File: config.mk
export PLATFORM = sky130hd
export DESIGN_NAME = nearest_entry_of_type_search_core
export DESIGN_NICKNAME = d
export VERILOG_FILES = /design/src/design/nes_pkg.sv /design/src/design/nearest_entry_of_type_search_core.sv
export VERILOG_INCLUDE_DIRS = /design/src /design/src/design
export SDC_FILE = /design/constraint.sdc
export NUM_CORES = 2
export LEC_CHECK = 0
export BUFFER_PORTS_ARGS = -buffer_cell sky130_fd_sc_hd__buf_2
export CAP_MARGIN = 40
export CORE_MARGIN = 2
export CORE_UTILIZATION = 47
export CTS_CLUSTER_DIAMETER = 40
export DETAILED_ROUTE_END_ITERATION = 6
export HOLD_SLACK_MARGIN = 0.06
export PLACE_DENSITY_LB_ADDON = 0.25
export SYNTH_ARGS = -nofsm -noshare
export SYNTH_HDL_FRONTEND = slang
export SYNTH_SLANG_ARGS = --single-unit
File: constraint.sdc
create_clock -name clk -period 18 [get_ports clk]
set_input_delay 0.9 -clock clk [delete_from_list [all_inputs] [get_ports clk]]
set_output_delay 0.9 -clock clk [all_outputs]
set_load 0.02 [all_outputs]
File: src/design/nearest_entry_of_type_search_core_defines.svh
// ---------------------------------------------------------------------------
// Assertion macros for the nearest-entry search core
// Shared concurrent-assertion forms, clocked on clk, off while rst_n is low.
// ---------------------------------------------------------------------------
`ifndef NEAREST_ENTRY_OF_TYPE_SEARCH_CORE_DEFINES_SVH
`define NEAREST_ENTRY_OF_TYPE_SEARCH_CORE_DEFINES_SVH

// Same-cycle implication.
`define NES_ASSERT_SAME(label, ante, cons) \
  label: assert property (@(posedge clk) disable iff (!rst_n) (ante) |-> (cons)) \
    else $error("nes core: same-cycle check failed");

// Next-cycle implication.
`define NES_ASSERT_NEXT(label, ante, cons) \
  label: assert property (@(posedge clk) disable iff (!rst_n) (ante) |=> (cons)) \
    else $error("nes core: next-cycle check failed");

`endif

File: src/design/nes_pkg.sv
// ---------------------------------------------------------------------------
// nes_pkg
// Sizes, codes and state type of the nearest-entry search core.
// ---------------------------------------------------------------------------
package nes_pkg;

  localparam int TABLE_DEPTH = 64;
  localparam int IDX_W       = $clog2(TABLE_DEPTH);
  localparam int CNT_W       = $clog2(TABLE_DEPTH + 1);

  localparam int TYPE_W      = 8;
  localparam int POS_W       = 16;
  localparam int DIFF_W      = POS_W + 1;
  localparam int SQ_W        = 2 * POS_W;
  localparam int DIST_W      = 34;
  localparam int OUT_IDX_W   = 6;
  localparam int ENTRY_W     = TYPE_W + 2 * POS_W;

  localparam int IN_DATA_W   = 40;
  localparam int OUT_DATA_W  = 40;

  localparam logic [DIST_W-1:0] REACH_RESET = DIST_W'(64'h2_0000_0000);

  typedef enum logic {
    KIND_APPEND = 1'b0,
    KIND_QUERY  = 1'b1
  } kind_t;

  typedef enum logic [1:0] {
    STAT_OK   = 2'd0,
    STAT_MISS = 2'd1,
    STAT_FULL = 2'd2
  } status_t;

  typedef enum logic [1:0] {
    S_IDLE,
    S_SCAN,
    S_DRAIN,
    S_DONE
  } state_t;

endpackage

File: src/design/nearest_entry_of_type_search_core.sv
// ---------------------------------------------------------------------------
// nearest_entry_of_type_search_core
// Entry table with append and nearest-of-type query over a shared distance
// unit that is stepped across the table one entry per cycle.
// ---------------------------------------------------------------------------
//
//  channel | dir | tdata (low bit up)                       | tuser
//  --------+-----+------------------------------------------+------------
//  in_     | in  | item_type[7:0] pos_x[23:8] pos_y[39:24]  | kind[0]
//  out_    | out | nearest_index[5:0] nearest_dist_sq[39:6] | status[1:0]
//  cfg_    | in  | cfg_wdata = reach_sq (34 bits), cfg_we   | -
//
//  Append: the entry is stored when the beat is taken; S_DONE then loads
//    the result into the output register once it is free. Query: the table
//    memory read port feeds the distance unit (diff, square, sum, compare),
//    one entry per cycle, and S_DRAIN waits for that five-stage path to empty;
//    the drain ends early when the last entries are not of the queried type.
//  in_tready is high only in the idle state; a finished result may still
//    sit in the output register, a new beat is taken meanwhile.
//  A stalled output holds its beat; the next result waits in S_DONE.
//  Synchronous active-low reset clears the entry count, the FSM and the
//    output valid; table contents stay undefined until appended.
//
module nearest_entry_of_type_search_core (
  input  logic                          clk,
  input  logic                          rst_n,
  // input channel
  input  logic                          in_tvalid,
  output logic                          in_tready,
  input  logic [nes_pkg::IN_DATA_W-1:0] in_tdata,   // item_type, pos_x, pos_y
  input  logic                          in_tuser,   // kind
  // result channel
  output logic                          out_tvalid,
  input  logic                          out_tready,
  output logic [nes_pkg::OUT_DATA_W-1:0] out_tdata, // nearest_index, nearest_dist_sq
  output logic [1:0]                    out_tuser,  // status
  // configuration
  input  logic                          cfg_we,
  input  logic [nes_pkg::DIST_W-1:0]    cfg_wdata
);
  import nes_pkg::*;
  `include "nearest_entry_of_type_search_core_defines.svh"

  // -------------------------------------------------------------------------
  // input beat fields
  // -------------------------------------------------------------------------
  logic [TYPE_W-1:0] in_type;
  logic [POS_W-1:0]  in_x;
  logic [POS_W-1:0]  in_y;
  kind_t             in_kind;

  assign in_type = in_tdata[TYPE_W-1:0];
  assign in_x    = in_tdata[TYPE_W +: POS_W];
  assign in_y    = in_tdata[TYPE_W+POS_W +: POS_W];
  assign in_kind = kind_t'(in_tuser);

  // -------------------------------------------------------------------------
  // state
  // -------------------------------------------------------------------------
  state_t            state_r, state_nxt;
  logic [CNT_W-1:0]  count_r;
  logic [CNT_W-1:0]  scan_idx_r;
  logic [DIST_W-1:0] reach_r;

  logic [TYPE_W-1:0] q_type_r;
  logic [POS_W-1:0]  q_x_r;
  logic [POS_W-1:0]  q_y_r;

  // working result: best match during a scan, or the append outcome
  status_t           res_stat_r;
  logic [IDX_W-1:0]  res_idx_r;
  logic [DIST_W-1:0] res_dist_r;

  // output register
  logic                  out_valid_r;
  status_t               out_stat_r;
  logic [OUT_IDX_W-1:0]  out_idx_r;
  logic [DIST_W-1:0]     out_dist_r;

  logic in_fire, out_fire, table_full, issue, load_out, pipe_busy;

  // entry table, {y, x, type}
  logic [ENTRY_W-1:0] entry_mem [TABLE_DEPTH];
  logic [ENTRY_W-1:0] rd_data_r;

  // distance unit pipeline
  logic                     v1_r, v2_r, v3_r, v4_r;
  logic [IDX_W-1:0]         i1_r, i2_r, i3_r, i4_r;
  logic signed [DIFF_W-1:0] dx_nxt, dy_nxt, dx_r, dy_r;
  logic signed [2*DIFF_W-1:0] sqx_full, sqy_full;
  logic [SQ_W-1:0]          sqx_r, sqy_r;
  logic [DIST_W-1:0]        d_r;
  logic                     match_nxt, take;

  assign in_fire    = in_tvalid && in_tready;
  assign out_fire   = out_valid_r && out_tready;
  assign table_full = (count_r >= CNT_W'(TABLE_DEPTH));
  assign pipe_busy  = v1_r || v2_r || v3_r || v4_r;

  // -------------------------------------------------------------------------
  // sequencer
  // -------------------------------------------------------------------------
  always_comb begin
    state_nxt = state_r;
    in_tready = 1'b0;
    issue     = 1'b0;
    load_out  = 1'b0;
    unique case (state_r)
      S_IDLE: begin
        in_tready = 1'b1;
        if (in_tvalid) begin
          state_nxt = (in_kind == KIND_QUERY) ? S_SCAN : S_DONE;
        end
      end
      S_SCAN: begin
        if (scan_idx_r != count_r) begin
          issue = 1'b1;
        end else begin
          state_nxt = S_DRAIN;
        end
      end
      S_DRAIN: begin
        if (!pipe_busy) state_nxt = S_DONE;
      end
      S_DONE: begin
        if (!out_valid_r || out_tready) begin
          load_out  = 1'b1;
          state_nxt = S_IDLE;
        end
      end
      default: state_nxt = S_IDLE;
    endcase
  end

  always_ff @(posedge clk) begin
    if (!rst_n) begin
      state_r     <= S_IDLE;
      count_r     <= '0;
      reach_r     <= REACH_RESET;
      out_valid_r <= 1'b0;
      v1_r        <= 1'b0;
      v2_r        <= 1'b0;
      v3_r        <= 1'b0;
      v4_r        <= 1'b0;
    end else begin
      state_r <= state_nxt;
      if (cfg_we) reach_r <= cfg_wdata;
      if (in_fire && in_kind == KIND_APPEND && !table_full) count_r <= count_r + 1'b1;
      if (load_out)      out_valid_r <= 1'b1;
      else if (out_fire) out_valid_r <= 1'b0;
      v1_r <= issue;
      v2_r <= v1_r && match_nxt;
      v3_r <= v2_r;
      v4_r <= v3_r;
    end
  end

  // -------------------------------------------------------------------------
  // item capture and working result
  // -------------------------------------------------------------------------
  assign take = v4_r && (d_r < reach_r) && (res_stat_r != STAT_OK || d_r < res_dist_r);

  always_ff @(posedge clk) begin
    if (in_fire) begin
      q_type_r   <= in_type;
      q_x_r      <= in_x;
      q_y_r      <= in_y;
      scan_idx_r <= '0;
      res_idx_r  <= '0;
      res_dist_r <= '0;
      if (in_kind == KIND_QUERY) begin
        res_stat_r <= STAT_MISS;
      end else if (table_full) begin
        res_stat_r <= STAT_FULL;
      end else begin
        res_stat_r <= STAT_OK;
        res_idx_r  <= count_r[IDX_W-1:0];
      end
    end else begin
      if (issue) scan_idx_r <= scan_idx_r + 1'b1;
      if (take) begin
        res_stat_r <= STAT_OK;
        res_idx_r  <= i4_r;
        res_dist_r <= d_r;
      end
    end
  end

  always_ff @(posedge clk) begin
    if (load_out) begin
      out_stat_r <= res_stat_r;
      out_idx_r  <= OUT_IDX_W'(res_idx_r);
      out_dist_r <= res_dist_r;
    end
  end

  // -------------------------------------------------------------------------
  // entry table: one write port (append), one registered read port (scan)
  // -------------------------------------------------------------------------
  always_ff @(posedge clk) begin
    if (in_fire && in_kind == KIND_APPEND && !table_full) begin
      entry_mem[count_r[IDX_W-1:0]] <= {in_y, in_x, in_type};
    end
  end

  always_ff @(posedge clk) begin
    if (issue) begin
      rd_data_r <= entry_mem[scan_idx_r[IDX_W-1:0]];
      i1_r      <= scan_idx_r[IDX_W-1:0];
    end
  end

  // -------------------------------------------------------------------------
  // distance unit: diff -> square -> sum -> compare
  // -------------------------------------------------------------------------
  always_comb begin
    logic [POS_W-1:0] ex, ey;
    ex        = rd_data_r[TYPE_W +: POS_W];
    ey        = rd_data_r[TYPE_W+POS_W +: POS_W];
    match_nxt = (rd_data_r[TYPE_W-1:0] == q_type_r);
    dx_nxt    = $signed({ex[POS_W-1], ex}) - $signed({q_x_r[POS_W-1], q_x_r});
    dy_nxt    = $signed({ey[POS_W-1], ey}) - $signed({q_y_r[POS_W-1], q_y_r});
  end

  assign sqx_full = dx_r * dx_r;
  assign sqy_full = dy_r * dy_r;

  always_ff @(posedge clk) begin
    dx_r  <= dx_nxt;
    dy_r  <= dy_nxt;
    i2_r  <= i1_r;
    sqx_r <= sqx_full[SQ_W-1:0];   // square is below 2^32
    sqy_r <= sqy_full[SQ_W-1:0];
    i3_r  <= i2_r;
    d_r   <= DIST_W'(sqx_r) + DIST_W'(sqy_r);
    i4_r  <= i3_r;
  end

  // -------------------------------------------------------------------------
  // outputs
  // -------------------------------------------------------------------------
  assign out_tvalid = out_valid_r;
  assign out_tdata  = OUT_DATA_W'({out_dist_r, out_idx_r});
  assign out_tuser  = out_stat_r;

  // -------------------------------------------------------------------------
  // assertions
  // -------------------------------------------------------------------------
  `NES_ASSERT_SAME(a_count_bound, 1'b1, count_r <= CNT_W'(TABLE_DEPTH))
  `NES_ASSERT_SAME(a_idle_pipe_empty, state_r == S_IDLE, !pipe_busy)
  `NES_ASSERT_SAME(a_best_in_reach,
                   (state_r == S_SCAN || state_r == S_DRAIN) && res_stat_r == STAT_OK,
                   res_dist_r < reach_r)
  `NES_ASSERT_NEXT(a_append_count,
                   in_fire && in_kind == KIND_APPEND && !table_full,
                   count_r == $past(count_r) + 1'b1)

endmodule

==> flow_metrics.env <==
export IMPL_multi_input_area_sq_um=41500
export IMPL_clk_latency_ps=960
export IMPL_synth_compound_area_share_pct=1.93
export IMPL_place_gp_congestion=0.831
export IMPL_synth_xor_area_share_pct=1.09
export IMPL_r2r_cells=20
export IMPL_avgSynthCellArea_sq_um=18.7
export IMPL_tritoncts="yes"
export IMPL_critical_path_class="register to register"
export IMPL_endpoint_kind="register"
export IMPL_post_cts_resized=0
export IMPL_setup_slack_ps=11040
export IMPL_layout_drive_gt1_share_pct=24.5
export IMPL_grt_pass1_wl_microns=495000
export IMPL_routed_via_density=5.88
export IMPL_seqCellArea_sq_um=85700
export IMPL_cts_sinks=2930
export IMPL_reg2reg_slack_ps=11040
export IMPL_synth_cells=6976
export IMPL_grt_max_degree=113
export IMPL_layout_commonest_cell="edfxtp_1"
export IMPL_cts_buffer_depth=4
export IMPL_final_nets=8329
export IMPL_wirelength_microns=344000
export IMPL_portBuffers=122
export IMPL_layout_common_cells="edfxtp_1, mux4_2, inv_1"
export IMPL_regToRegStartpoint="dx_r[3]"
export IMPL_firstDrtPassIters=7
export IMPL_place_ws_ps=11080
export IMPL_antenna_found_initial=25
export IMPL_post_drt_wl_per_cell_microns=30.0
export IMPL_final_min_clock_period_ps=6960
export IMPL_synth_top_family_by_area="multiplexers"
export IMPL_cts_max_level=5
export IMPL_crit_arrival_ps=7770
export IMPL_finalCritPeriodShare_pct=38.7
export IMPL_setup_viol_count_final=0
export IMPL_synth_area_mux_share_pct=14.8
export IMPL_crit_required_ps=18820
export IMPL_outcome="finished clean"
export IMPL_die_x_microns=531
export IMPL_slew_headroom_pct=32.7
export IMPL_cts_hold_buf=0
export IMPL_dp_hpwl_microns=209000
export IMPL_path_clk_slew_ps=50
export IMPL_cts_setup_buffers=0
export IMPL_die_area_sq_um=282000
export IMPL_grt_use_total_pct=24.6
export IMPL_yosys_cell_types_count=69
export IMPL_critPathMaxFanout=15
export IMPL_fin_worst_skew_ps=102
export IMPL_synthAdderAreaFrac_pct=10.8
export IMPL_ys_warn_count=0
export IMPL_slew_violations=0
export IMPL_setup_tns_ps=0
export IMPL_syn_area_sq_um=131000
export IMPL_drt_iter0_drc=7557
export IMPL_endpoint="sqx_r[31]"
export IMPL_seq_area_frac_synth_pct=65.6
export IMPL_num_rows=193
export IMPL_cts_made_buffers=386
export IMPL_worst_pin_slew_ps=1010
export IMPL_ys_flop_type="edfxtp_1"
export IMPL_synth_edf_count=2695
export IMPL_critPathLaunch="dx_r[3]"
export IMPL_initial_core_util_pct=47.2
export IMPL_synthArstFlopShare_pct=0
export IMPL_cts_root_buf="clkbuf_16"
export IMPL_gr_total_overflow=0
export IMPL_hp_class="input port to register"
export IMPL_drcViolationCount=0
export IMPL_start_kind="register"
export IMPL_core_area_sq_um=276000
export IMPL_fillers=20900
export IMPL_io_pins=124
export IMPL_grt_pass1_vias=69500
export IMPL_ys_ff_latch=2930
export IMPL_synthSimpleGateAreaFrac_pct=2.75
export IMPL_rsz0062_at_grt="false"
export IMPL_die_h_microns=531
export IMPL_vias=67500
export IMPL_reg2reg_to="sqx_r[31]"
export IMPL_synth_nets=7874
export IMPL_hold_viol=0
export IMPL_ant_nets=0
export IMPL_max_freq_mhz=144
export IMPL_area_growth_pct=16.5
export IMPL_cap_viol_max_count=0
layer usage:
metal  track usage, %  share of wire, %  up-vias  routed length, microns
li1                 -                 -    27600                       -
met1             33.1                38    36100                  132000
met2             41.4                50     3175                  172000
met3             3.66               8.1      640                   28000
met4             7.92               3.5        6                   12000
met5                0             0.011        -                      38
registers in the layout, indices dropped and copies added, names as in the netlist, 8 cells and up:
| name | count |
|---|---|
| entry_mem | 2560 |
| rd_data_r | 40 |
| reach_r | 34 |
| d_r | 33 |
| out_dist_r | 33 |
| res_dist_r | 33 |
| sqx_r | 31 |
| sqy_r | 31 |
| dx_r | 17 |
| dy_r | 17 |
| q_x_r | 16 |
| q_y_r | 16 |
| q_type_r | 8 |
critical path: stages, from the launching register on:
cell and delay, ps:
dfxtp_1 680, inv_1 270, nor2_1 270, inv_1 110, fa_1 510, fa_1 470, fa_1 510, fa_1 550
inv_1 50, fa_1 500, fa_1 440, ha_1 360, a21o_1 220, o21bai_1 150, a2111oi_0 450, a21oi_1 260
a21oi_1 420, o211ai_1 170, a21o_1 200, a21oi_1 160, xnor2_1 140
synth_stat cells, types with 37 or more instances:
cell type	count	area [sq um]
nand3_1	59	295
xnor2_1	120	1050
nor2b_1	75	469
dfxtp_1	235	4700
fa_1	514	10300
edfxtp_1	2695	80900
ha_1	304	3800
clkbuf_1	229	860
mux2i_1	37	370
a21o_1	67	503
nand2_1	214	803
inv_1	774	2910
mux4_2	840	18900
nor2_1	190	713
o21ai_0	49	245
a21oi_1	115	576
and2_1	111	694
xor2_1	43	377
cell type report:
cell class / count / share of cell area, %
diodes: 5 / 0.00822
clock buffers: 447 / 6.73
clock inverters: 274 / 2.18
inverters: 775 / 1.91
multi-input cells: 2998 / 27.3
flip-flops and latches: 2930 / 56.3
well taps: 3705 / 3.05
repair buffers: 340 / 2.57
how the worst min path moves through the flow:
| stage | cells after the start | end | from |
|---|---|---|---|
| after floorplan | 0 | i3_r[0] | i2_r[0] |
| after global placement | 0 | i3_r[2] | i2_r[2] |
| after detailed placement | 0 | i4_r[4] | i3_r[4] |
| after CTS | 1 | entry_mem[46][28] | in_tdata[28] |
| after global routing | 1 | entry_mem[46][28] | in_tdata[28] |
| final | 1 | entry_mem[46][28] | in_tdata[28] |
cells by family (layout without fill, tap and decap cells):
logic type	Yosys count	count (layout)
and+or+nand+nor	747	747
other	1	6
DFF	2930	2930
adders and majority gates	818	818
xor gates and xnor gates	163	163
muxes	879	879
AOI/OAI and AO/OA	390	390
buffers and inverters	1048	1836
stage by stage:
stage,hold slack [ps],utilization [%],std cells,instance area [sq um]
after global placement,311,49.3,10600,136000
after CTS,152,55.0,11500,152000
after floorplan,310,-,6976,131000
final,208,55.0,11500,152000
after detailed placement,312,50.1,10700,139000
after global routing,199,55.0,11500,152000
Power is left out: the tool's default activity adds up to more than one toggle a clock period on the data nets, which glitch-free logic cannot reach.
